[config.mk]
export PLATFORM = sky130hd
export DESIGN_NAME = accel_tilt_lowpass_core
export DESIGN_NICKNAME = d
export VERILOG_FILES = /design/src/sv/atl_pkg.sv /design/src/sv/atl_sqrt.sv /design/src/sv/atl_cordic.sv /design/src/sv/accel_tilt_lowpass_core.sv
export SDC_FILE = /design/constraint.sdc
export NUM_CORES = 2
export LEC_CHECK = 0
export ABC_AREA = 1
export ABC_CLOCK_PERIOD_IN_PS = 12800
export BUFFER_PORTS_ARGS = -buffer_cell sky130_fd_sc_hd__buf_2
export CAP_MARGIN = 10
export CORE_ASPECT_RATIO = 0.7
export CORE_MARGIN = 5
export CORE_UTILIZATION = 55
export CTS_BUF_LIST = sky130_fd_sc_hd__clkbuf_8
export DETAILED_ROUTE_END_ITERATION = 8
export MAX_ROUTING_LAYER = met4
export PLACE_DENSITY = 0.71
export SYNTH_ARGS = -nofsm -noshare
export SYNTH_HDL_FRONTEND = slang
export SYNTH_SLANG_ARGS = --single-unit
[constraint.sdc]
create_clock -name i_clk -period 12.8 [get_ports i_clk]
set_input_delay 0.64 -clock i_clk [delete_from_list [all_inputs] [get_ports i_clk]]
set_output_delay 0.64 -clock i_clk [all_outputs]
set_load 0.005 [all_outputs]
[src/sv/atl_pkg.sv]
// ----------------------------------------------------------------------------
// atl_pkg
// Shared constants, angle table and degree conversion for the tilt filter
// ----------------------------------------------------------------------------
package atl_pkg;

    localparam int ZW        = 27;
    localparam int STEP_W    = 5;
    localparam int ATAN_N    = 20;
    localparam int DEG_FRAC  = 16;
    localparam int DEG_W     = 10;
    localparam int ROLL_W    = 9;
    localparam int PITCH_W   = 8;
    localparam int CFG_IDX_W = 1;

    localparam logic [CFG_IDX_W-1:0] REG_ALPHA = 1'b0;
    localparam logic [CFG_IDX_W-1:0] REG_RANGE = 1'b1;

    // atan(2^-i) in degrees, Q.16
    localparam logic [21:0] ATAN_TAB [0:ATAN_N-1] = '{
        22'd2949120, 22'd1740967, 22'd919879, 22'd466945, 22'd234379,
        22'd117304,  22'd58666,   22'd29335,  22'd14668,  22'd7334,
        22'd3667,    22'd1833,    22'd917,    22'd458,    22'd229,
        22'd115,     22'd57,      22'd29,     22'd14,     22'd7
    };

    localparam logic signed [ZW-1:0] Z_90  = 27'sd5898240;
    localparam logic signed [ZW-1:0] Z_180 = 27'sd11796480;

    localparam logic [DEG_W-2:0] ROLL_LIM  = 9'd180;
    localparam logic [DEG_W-2:0] PITCH_LIM = 9'd90;

    // Q.16 degrees to whole degrees, truncated toward zero and clamped
    function automatic logic signed [DEG_W-1:0] whole_deg(
        input logic signed [ZW-1:0] z,
        input logic [DEG_W-2:0]     lim
    );
        logic [ZW-1:0]          mag;
        logic [ZW-DEG_FRAC-1:0] d;
        logic [DEG_W-2:0]       c;
        logic signed [DEG_W-1:0] res;
        mag = z[ZW-1] ? ZW'(-z) : ZW'(z);
        d   = mag[ZW-1:DEG_FRAC];
        c   = (d > (ZW-DEG_FRAC)'(lim)) ? lim : d[DEG_W-2:0];
        res = {1'b0, c};
        return z[ZW-1] ? -res : res;
    endfunction

endpackage

[src/sv/atl_sqrt.sv]
// ----------------------------------------------------------------------------
// atl_sqrt
// Iterative integer square root, one result bit per cycle
// ----------------------------------------------------------------------------
module atl_sqrt #(
    parameter int ROOT_W = 21
) (
    input  logic                  i_clk,
    input  logic                  i_rst_n,
    input  logic                  i_start,
    input  logic [2*ROOT_W-1:0]   i_rad,
    output logic                  o_busy,
    output logic [ROOT_W-1:0]     o_root
);

    localparam int CNT_W = $clog2(ROOT_W);

    logic [2*ROOT_W-1:0] r_rad;
    logic [ROOT_W:0]     r_rem;
    logic [ROOT_W-1:0]   r_root;
    logic [CNT_W-1:0]    r_cnt;
    logic                r_busy;

    logic [ROOT_W+2:0]   shifted;
    logic [ROOT_W+2:0]   trial;
    logic [ROOT_W+2:0]   diff;
    logic                ge;
    logic [ROOT_W:0]     n_rem;
    logic [ROOT_W-1:0]   n_root;

    always_comb begin
        shifted = {r_rem, r_rad[2*ROOT_W-1 -: 2]};
        trial   = {1'b0, r_root, 2'b01};
        diff    = shifted - trial;
        ge      = (shifted >= trial);
        n_rem   = ge ? diff[ROOT_W:0] : shifted[ROOT_W:0];
        n_root  = {r_root[ROOT_W-2:0], ge};
    end

    always_ff @(posedge i_clk) begin
        if (!i_rst_n) begin
            r_busy <= 1'b0;
            r_cnt  <= '0;
        end else if (i_start) begin
            r_busy <= 1'b1;
            r_cnt  <= '0;
        end else if (r_busy) begin
            r_cnt <= r_cnt + 1'b1;
            if (r_cnt == CNT_W'(ROOT_W - 1)) begin
                r_busy <= 1'b0;
            end
        end
    end

    always_ff @(posedge i_clk) begin
        if (i_start) begin
            r_rad  <= i_rad;
            r_rem  <= '0;
            r_root <= '0;
        end else if (r_busy) begin
            r_rad  <= r_rad << 2;
            r_rem  <= n_rem;
            r_root <= n_root;
        end
    end

    assign o_busy = r_busy;
    assign o_root = r_root;

endmodule

[src/sv/atl_cordic.sv]
// ----------------------------------------------------------------------------
// atl_cordic
// Iterative vectoring CORDIC, atan2 in Q.16 degrees, shared by both angles
// ----------------------------------------------------------------------------
module atl_cordic #(
    parameter int IN_W  = 22,
    parameter int STEPS = 14
) (
    input  logic                          i_clk,
    input  logic                          i_rst_n,
    input  logic                          i_start,
    input  logic signed [IN_W-1:0]        i_x,
    input  logic signed [IN_W-1:0]        i_y,
    output logic                          o_busy,
    output logic signed [atl_pkg::ZW-1:0] o_z
);

    localparam int CW = IN_W + 18;

    logic signed [CW-1:0]          r_x;
    logic signed [CW-1:0]          r_y;
    logic signed [atl_pkg::ZW-1:0] r_z;
    logic [atl_pkg::STEP_W-1:0]    r_cnt;
    logic                          r_busy;

    logic signed [CW-1:0]          xe;
    logic signed [CW-1:0]          ye;
    logic signed [CW-1:0]          x0;
    logic signed [CW-1:0]          y0;
    logic signed [atl_pkg::ZW-1:0] z0;
    logic                          s_done;

    logic signed [CW-1:0]          xs;
    logic signed [CW-1:0]          ys;
    logic signed [atl_pkg::ZW-1:0] ang;
    logic signed [CW-1:0]          n_x;
    logic signed [CW-1:0]          n_y;
    logic signed [atl_pkg::ZW-1:0] n_z;

    // start values and axis cases
    always_comb begin
        xe     = CW'(i_x);
        ye     = CW'(i_y);
        x0     = xe <<< atl_pkg::DEG_FRAC;
        y0     = ye <<< atl_pkg::DEG_FRAC;
        z0     = '0;
        s_done = 1'b0;
        if (i_y == '0) begin
            s_done = 1'b1;
            z0     = i_x[IN_W-1] ? atl_pkg::Z_180 : '0;
        end else if (i_x == '0) begin
            s_done = 1'b1;
            z0     = i_y[IN_W-1] ? -atl_pkg::Z_90 : atl_pkg::Z_90;
        end else if (i_x[IN_W-1]) begin
            x0 = (-xe) <<< atl_pkg::DEG_FRAC;
            y0 = (-ye) <<< atl_pkg::DEG_FRAC;
            z0 = i_y[IN_W-1] ? -atl_pkg::Z_180 : atl_pkg::Z_180;
        end
    end

    // one micro-rotation
    always_comb begin
        xs  = r_x >>> r_cnt;
        ys  = r_y >>> r_cnt;
        ang = atl_pkg::ZW'(atl_pkg::ATAN_TAB[r_cnt]);
        if (r_y[CW-1]) begin
            n_x = r_x - ys;
            n_y = r_y + xs;
            n_z = r_z - ang;
        end else begin
            n_x = r_x + ys;
            n_y = r_y - xs;
            n_z = r_z + ang;
        end
    end

    always_ff @(posedge i_clk) begin
        if (!i_rst_n) begin
            r_busy <= 1'b0;
            r_cnt  <= '0;
        end else if (i_start) begin
            r_busy <= !s_done;
            r_cnt  <= '0;
        end else if (r_busy) begin
            r_cnt <= r_cnt + 1'b1;
            if (r_cnt == atl_pkg::STEP_W'(STEPS - 1)) begin
                r_busy <= 1'b0;
            end
        end
    end

    always_ff @(posedge i_clk) begin
        if (i_start) begin
            r_x <= x0;
            r_y <= y0;
            r_z <= z0;
        end else if (r_busy) begin
            r_x <= n_x;
            r_y <= n_y;
            r_z <= n_z;
        end
    end

    assign o_busy = r_busy;
    assign o_z    = r_z;

endmodule

[src/sv/accel_tilt_lowpass_core.sv]
// ----------------------------------------------------------------------------
// accel_tilt_lowpass_core
// Accelerometer scaling, moving-average filter and roll/pitch via CORDIC
// ----------------------------------------------------------------------------
// Input channel: i_in_valid/o_in_ready carry one raw three-axis sample per
// transaction. Output channel: o_out_valid/i_out_ready carry roll, pitch and
// the three filtered axes per transaction, one result per sample.
// When the pitch needs no rotation (filtered x zero, or filtered y and z both
// zero) the pitch CORDIC pass is skipped. The time per sample is set by the
// shared multiplier (three filter products, two squares), the bit-serial
// square root, which runs alongside the roll CORDIC pass, and the pitch
// CORDIC pass on the same rotation unit.
// The block takes one sample at a time. A finished result sits in the output
// register; the next sample is accepted while it waits, and the block holds
// its following result until the receiver takes the earlier one.
// Reset clears the filter state, sets alpha to 51 and range code to 0.
// Configuration is written through i_cfg_we/i_cfg_idx/i_cfg_data; the user
// must write it only while idle, as the block itself does not enforce this.
// ----------------------------------------------------------------------------
module accel_tilt_lowpass_core #(
    parameter int RAW_BITS     = 10,
    parameter int ALPHA_BITS   = 8,
    parameter int CORDIC_STEPS = 14
) (
    input  logic                                 i_clk,
    input  logic                                 i_rst_n,
    input  logic                                 i_cfg_we,
    input  logic [atl_pkg::CFG_IDX_W-1:0]        i_cfg_idx,
    input  logic [ALPHA_BITS:0]                  i_cfg_data,
    input  logic                                 i_in_valid,
    output logic                                 o_in_ready,
    input  logic signed [RAW_BITS-1:0]           i_raw_x,
    input  logic signed [RAW_BITS-1:0]           i_raw_y,
    input  logic signed [RAW_BITS-1:0]           i_raw_z,
    output logic                                 o_out_valid,
    input  logic                                 i_out_ready,
    output logic signed [atl_pkg::ROLL_W-1:0]    o_roll_deg,
    output logic signed [atl_pkg::PITCH_W-1:0]   o_pitch_deg,
    output logic signed [RAW_BITS+2:0]           o_filt_x,
    output logic signed [RAW_BITS+2:0]           o_filt_y,
    output logic signed [RAW_BITS+2:0]           o_filt_z
);

    localparam int FB       = RAW_BITS + 3;
    localparam int CFG_W    = ALPHA_BITS + 1;
    localparam int MUL_W    = (FB + 1 > ALPHA_BITS + 2) ? FB + 1 : ALPHA_BITS + 2;
    localparam int ROOT_W   = FB + 8;
    localparam int ANG_W    = FB + 9;
    localparam int SUM_W    = 2 * FB;
    localparam int SQ_W     = 2 * FB - 1;
    localparam int PITCH_SH = 8;

    localparam logic [CFG_W-1:0] ALPHA_ONE   = CFG_W'(1) << ALPHA_BITS;
    localparam logic [CFG_W-1:0] ALPHA_RESET = CFG_W'(51);

    localparam logic [2:0] ST_DX  = 3'd0;
    localparam logic [2:0] ST_DY  = 3'd1;
    localparam logic [2:0] ST_DZ  = 3'd2;
    localparam logic [2:0] ST_SQY = 3'd3;
    localparam logic [2:0] ST_SQZ = 3'd4;
    localparam logic [2:0] ST_SUM = 3'd5;

    typedef enum logic [3:0] {
        S_IDLE  = 4'b0001,
        S_MUL   = 4'b0010,
        S_ROLL  = 4'b0100,
        S_PITCH = 4'b1000
    } t_state;

    t_state r_state, n_state;
    logic [2:0] r_step, n_step;

    logic [CFG_W-1:0] r_alpha;
    logic [1:0]       r_range;

    logic signed [FB-1:0] r_ax, r_ay, r_az;
    logic signed [FB-1:0] r_fx, r_fy, r_fz;
    logic signed [2*MUL_W-1:0] r_prod;
    logic [SQ_W-1:0] r_sqy;
    logic signed [atl_pkg::DEG_W-1:0] r_roll;

    logic                               r_out_valid;
    logic signed [atl_pkg::ROLL_W-1:0]  r_o_roll;
    logic signed [atl_pkg::PITCH_W-1:0] r_o_pitch;
    logic signed [FB-1:0]               r_o_fx, r_o_fy, r_o_fz;

    logic [CFG_W-1:0]     w;
    logic signed [FB-1:0] sx, sy, sz;
    logic signed [MUL_W-1:0] ma, mb;
    logic signed [FB-1:0] delta;
    logic [SUM_W-1:0]     sumsq;
    logic [2*ROOT_W-1:0]  rad;

    logic                 accept;
    logic                 mul_last;
    logic                 units_idle;
    logic                 out_free;
    logic                 load;

    logic                 cordic_start;
    logic                 cordic_busy;
    logic signed [ANG_W-1:0] cx, cy, negx;
    logic signed [atl_pkg::ZW-1:0] cordic_z;
    logic                 sqrt_busy;
    logic [ROOT_W-1:0]    root;
    logic signed [atl_pkg::DEG_W-1:0] roll_deg;
    logic signed [atl_pkg::DEG_W-1:0] pitch_deg;

    atl_cordic #(
        .IN_W  (ANG_W),
        .STEPS (CORDIC_STEPS)
    ) u_cordic (
        .i_clk   (i_clk),
        .i_rst_n (i_rst_n),
        .i_start (cordic_start),
        .i_x     (cx),
        .i_y     (cy),
        .o_busy  (cordic_busy),
        .o_z     (cordic_z)
    );

    atl_sqrt #(
        .ROOT_W (ROOT_W)
    ) u_sqrt (
        .i_clk   (i_clk),
        .i_rst_n (i_rst_n),
        .i_start (mul_last),
        .i_rad   (rad),
        .o_busy  (sqrt_busy),
        .o_root  (root)
    );

    assign w  = (r_alpha > ALPHA_ONE) ? ALPHA_ONE : r_alpha;
    assign sx = FB'(i_raw_x) <<< r_range;
    assign sy = FB'(i_raw_y) <<< r_range;
    assign sz = FB'(i_raw_z) <<< r_range;

    assign o_in_ready = (r_state == S_IDLE);
    assign accept     = i_in_valid && o_in_ready;
    assign mul_last   = (r_state == S_MUL) && (r_step == ST_SUM);
    assign units_idle = !cordic_busy && !sqrt_busy;
    assign out_free   = !r_out_valid || i_out_ready;
    assign load       = (r_state == S_PITCH) && !cordic_busy && out_free;

    // shared multiplier operands
    always_comb begin
        case (r_step)
            ST_DX: begin
                ma = MUL_W'(r_ax) - MUL_W'(r_fx);
                mb = MUL_W'(w);
            end
            ST_DY: begin
                ma = MUL_W'(r_ay) - MUL_W'(r_fy);
                mb = MUL_W'(w);
            end
            ST_DZ: begin
                ma = MUL_W'(r_az) - MUL_W'(r_fz);
                mb = MUL_W'(w);
            end
            ST_SQY: begin
                ma = MUL_W'(r_fy);
                mb = MUL_W'(r_fy);
            end
            ST_SQZ: begin
                ma = MUL_W'(r_fz);
                mb = MUL_W'(r_fz);
            end
            default: begin
                ma = '0;
                mb = '0;
            end
        endcase
    end

    assign delta = r_prod[ALPHA_BITS +: FB];
    assign sumsq = SUM_W'(r_sqy) + SUM_W'(r_prod[SQ_W-1:0]);
    assign rad   = {sumsq, 16'b0};

    // angle unit operands: roll first, then pitch
    assign negx = -ANG_W'(r_fx);
    always_comb begin
        if (r_state == S_MUL) begin
            cx = ANG_W'(r_fz);
            cy = ANG_W'(r_fy);
        end else begin
            cx = ANG_W'(root);
            cy = negx <<< PITCH_SH;
        end
    end

    assign cordic_start = mul_last || ((r_state == S_ROLL) && units_idle);
    assign roll_deg     = atl_pkg::whole_deg(cordic_z, atl_pkg::ROLL_LIM);
    assign pitch_deg    = atl_pkg::whole_deg(cordic_z, atl_pkg::PITCH_LIM);

    // sequencer
    always_comb begin
        n_state = r_state;
        n_step  = r_step;
        case (r_state)
            S_IDLE: begin
                if (accept) begin
                    n_state = S_MUL;
                    n_step  = ST_DX;
                end
            end
            S_MUL: begin
                n_step = r_step + 3'd1;
                if (r_step == ST_SUM) begin
                    n_state = S_ROLL;
                end
            end
            S_ROLL: begin
                if (units_idle) begin
                    n_state = S_PITCH;
                end
            end
            S_PITCH: begin
                if (load) begin
                    n_state = S_IDLE;
                end
            end
            default: begin
                n_state = S_IDLE;
            end
        endcase
    end

    always_ff @(posedge i_clk) begin
        if (!i_rst_n) begin
            r_state <= S_IDLE;
            r_step  <= ST_DX;
        end else begin
            r_state <= n_state;
            r_step  <= n_step;
        end
    end

    always_ff @(posedge i_clk) begin
        if (!i_rst_n) begin
            r_alpha <= ALPHA_RESET;
            r_range <= 2'd0;
        end else if (i_cfg_we) begin
            case (i_cfg_idx)
                atl_pkg::REG_ALPHA: r_alpha <= i_cfg_data;
                atl_pkg::REG_RANGE: r_range <= i_cfg_data[1:0];
                default: ;
            endcase
        end
    end

    // filter state
    always_ff @(posedge i_clk) begin
        if (!i_rst_n) begin
            r_fx <= '0;
            r_fy <= '0;
            r_fz <= '0;
        end else if (r_state == S_MUL) begin
            case (r_step)
                ST_DY:   r_fx <= r_fx + delta;
                ST_DZ:   r_fy <= r_fy + delta;
                ST_SQY:  r_fz <= r_fz + delta;
                default: ;
            endcase
        end
    end

    always_ff @(posedge i_clk) begin
        if (accept) begin
            r_ax <= sx;
            r_ay <= sy;
            r_az <= sz;
        end
        r_prod <= ma * mb;
        if ((r_state == S_MUL) && (r_step == ST_SQZ)) begin
            r_sqy <= r_prod[SQ_W-1:0];
        end
        if ((r_state == S_ROLL) && units_idle) begin
            r_roll <= roll_deg;
        end
    end

    // output register
    always_ff @(posedge i_clk) begin
        if (!i_rst_n) begin
            r_out_valid <= 1'b0;
        end else if (load) begin
            r_out_valid <= 1'b1;
        end else if (i_out_ready) begin
            r_out_valid <= 1'b0;
        end
    end

    always_ff @(posedge i_clk) begin
        if (load) begin
            r_o_roll  <= r_roll[atl_pkg::ROLL_W-1:0];
            r_o_pitch <= pitch_deg[atl_pkg::PITCH_W-1:0];
            r_o_fx    <= r_fx;
            r_o_fy    <= r_fy;
            r_o_fz    <= r_fz;
        end
    end

    assign o_out_valid = r_out_valid;
    assign o_roll_deg  = r_o_roll;
    assign o_pitch_deg = r_o_pitch;
    assign o_filt_x    = r_o_fx;
    assign o_filt_y    = r_o_fy;
    assign o_filt_z    = r_o_fz;

endmodule

==> out/qor.yml <==
run_status:
  status: "completed"
routing:
  antenna_left: 0
  viasPerCell: 5.87
  drt_wl_total_mm: 150
  first_pass_iters: 6
  vias: 42600
  wl_per_cell_um: 20.6
  drc: 0
  drt_iter0_drc: 5367
worst_setup_path:
  critPathSlowestCell: "fa_1"
  critPathMaxStageDelay_ns: 0.56
  cp.required_ns: 13.41
  reg2reg_setup_slack_ns: 4.34
  cp_max_fo: 8
  arrival_ns: 9.08
  start_kind: "flop"
  critPathMostFrequentCell: "inv_1"
  end_kind: "flop"
  crit_type: "reg -> reg"
sta:
  slew_headroom_pct: 20.9
  final-hold-violation-count: 0
  worstMarginPinSlew_ns: 1.18
  fmax_mhz: 118
  tns_ns: 0
  layout_min_cycle_time_ns: 8.46
  rsz0062_at_grt: "false"
  fin_crit_sh_pct: 66.1
  final_max_slew_viol_count: 0
  skew_ns: 0.0464
  hold-worst-slack_ns: 0.150
  setup_viol: 0
floorplanning:
  start_util_pct: 55.3
  die_w_um: 342
  fp.dieH_um: 243
  std_cell_rows: 85
  design.core.area_um2: 76800
  pin_count: 103
  die_area_um2: 83000
clock_tree:
  cts_buffer_depth: 3
  post_cts_buffers: 0
  cts-resized-gates: 0
  cts_htree_levels: 3
  clk_latency_ns: 0.71
  clockRootBuffer: "clkbuf_8"
  cts_sinks: 400
  path_clk_slew_ns: 0.07
  postCtsHoldBufs: 0
  cts_buffers: 71
  cts_tree: "done"
pwr:
  p_leak_nw: 21.7
  vdd_drop_max_mv: 0.300
  powerDensity_nw_per_um2: 186
synth:
  synthTopCellsByArea: "edfxtp_1 (19%), nand2_1 (13%), ha_1 (9.2%)"
  synthesis.area_um2: 42500
  ys_ff_latch: 400
  yosysTopAreaCell: "edfxtp_1"
  seq_area_frac_synth_pct: 25.0
  ys.flop_type: "edfxtp_1"
  synth.distinct_cells: 70
  netlist.area_leader.share_pct: 18.5
  synth_edf_count: 262
  netlist_instances: 6097
  synthesis.nets: 6638
  async_reset_ff_share_pct: 0
  yosysWarnings: 0
  avgSynthCellArea_um2: 6.97
grt:
  gr-usage-all-layers_pct: 36.0
  grt_pass1_vias: 37800
  grt_pass1_wl_mm: 226
  grt_start_max_net_pins: 81
  grt-ovfl-total: 0
  antenna_found_initial: 11
layout:
  final_cell_mix: "nand2_1 (1515), inv_1 (842), nand3_1 (588), nor2_1 (513), a21oi_1 (448)"
  nets: 6679
  final_area_um2: 45300
  layout_commonest_cell: "nand2_1"
  syn2layout_area_growth_pct: 6.71
  drive_gt1_share_pct: 5.84
worst_hold_path:
  hold_path.class: "in -> reg"
place:
  placed_cell_area_um2: 43800
  dp_hpwl_mm: 119
  port_buffers: 102
  routabilityCongestion: 1.03
run:
  maxCapViolations: 0
[synthesized netlist by cell type, types with 10 or more instances]
master    count
buf_1        35
xnor2_1      79
nand2_2      11
o21a_1       24
a21boi_0     10
nand4_1      48
dfxtp_1     138
or2_2        26
edfxtp_1    262
a31oi_1      49
clkbuf_1     70
a21oi_1     448
a211oi_1     10
buf_2        53
inv_2        13
nor2_1      517
xor2_1      145
a21o_1       26
nor3_1       54
inv_1       821
nand2_1    1517
o21ai_0     370
nand3_1     588
ha_1        311
buf_4        13
mux2i_1      34
o21ai_1      30
clkinv_1     10
nor2_2       21
fa_1        185
o211ai_1     19
a22oi_1      21
o21bai_1     15
o22ai_1      20
nand3b_1     13
nor4_1       16
[where the power goes]
part           internal (mW)  leakage (nW)  switching, mW
Clock                  0.678         0.827          0.626
Combinational           1.94          17.3           3.37
Sequential              1.61          3.55          0.199
[registers in the layout, summed over array words and instances (netlist names), 21 cells and up]
signal and cells:
r_prod 25, r_sqy 25, u_sqrt.o_root 21, u_sqrt.r_rem 22, u_cordic.r_y 40, u_cordic.o_z 27
u_cordic.r_x 40, u_sqrt.r_rad 26
[cell families (layout without fill, tap and decap cells)]
logic type	after synthesis	after routing	synth area share [%]
and+or+nand+nor	2841	2841	28.2
buffers and inverters	1024	1123	9.46
adders and majority gates	496	496	17.9
DFF	400	400	25.0
xor gates and xnor gates	224	224	4.62
other	0	13	0
AOI/OAI and AO/OA	1077	1077	14.0
muxes	35	35	0.827
[final cells by class]
type | count | area (um^2)
Inverter | 845 | 3170
Tap cell | 1044 | 1310
Clock buffer | 76 | 1050
Fill cell | 7559 | 31400
Multi-Input combinational cell | 4673 | 27900
Clock inverter | 55 | 420
Antenna cell | 13 | 32.5
Timing Repair Buffer | 147 | 848
Sequential cell | 400 | 10600
[path summary, 6_finish.rpt]
check | startpoint | endpoint | cells past startpoint
max reg2reg | r_fz[3]$_SDFFE_PN0P_ | r_prod[21]$_DFF_P_ | 37
min | i_raw_y[9] | r_ay[12]$_DFFE_PP_ | 1
min reg2reg | r_roll[3]$_DFFE_PP_ | o_roll_deg[3]$_DFFE_PP_ | 0
max | r_fz[3]$_SDFFE_PN0P_ | r_prod[21]$_DFF_P_ | 37
[per-stage QoR]
stage / util (%) / std cells / power [mW] / setup WS [ns]
final: 59.1 / 7253 / 8.42 / 4.34
after global routing: 59.1 / 7252 / 9.16 / 3.86
after CTS: 59.0 / 7240 / 8.31 / 4.59
after detailed placement: 57.1 / 7109 / 6.91 / 4.66
after global placement: 57.1 / 7109 / 6.89 / 4.81
after floorplan: - / 6097 / 5.59 / 5.67
[metal layers]
metal	vias up	track usage, %	wire length, um
li1	20200	-	-
met1	19800	57.1	70200
met2	2376	42.8	53400
met3	177	12.3	23000
met4	0	6.87	2920
met5	-	-	0
[worst max-delay path, delay by kind of cell, from the launching register on]
kind	cells	cell delay, ns
and+or+nand+nor	14	1.66
buffers and inverters	9	1.13
xor gates and xnor gates	1	0.16
DFF	1	0.38
adders and majority gates	8	3.88
AOI/OAI and AO/OA	5	1.15
Note: power is estimated with default switching activity, not from simulation.
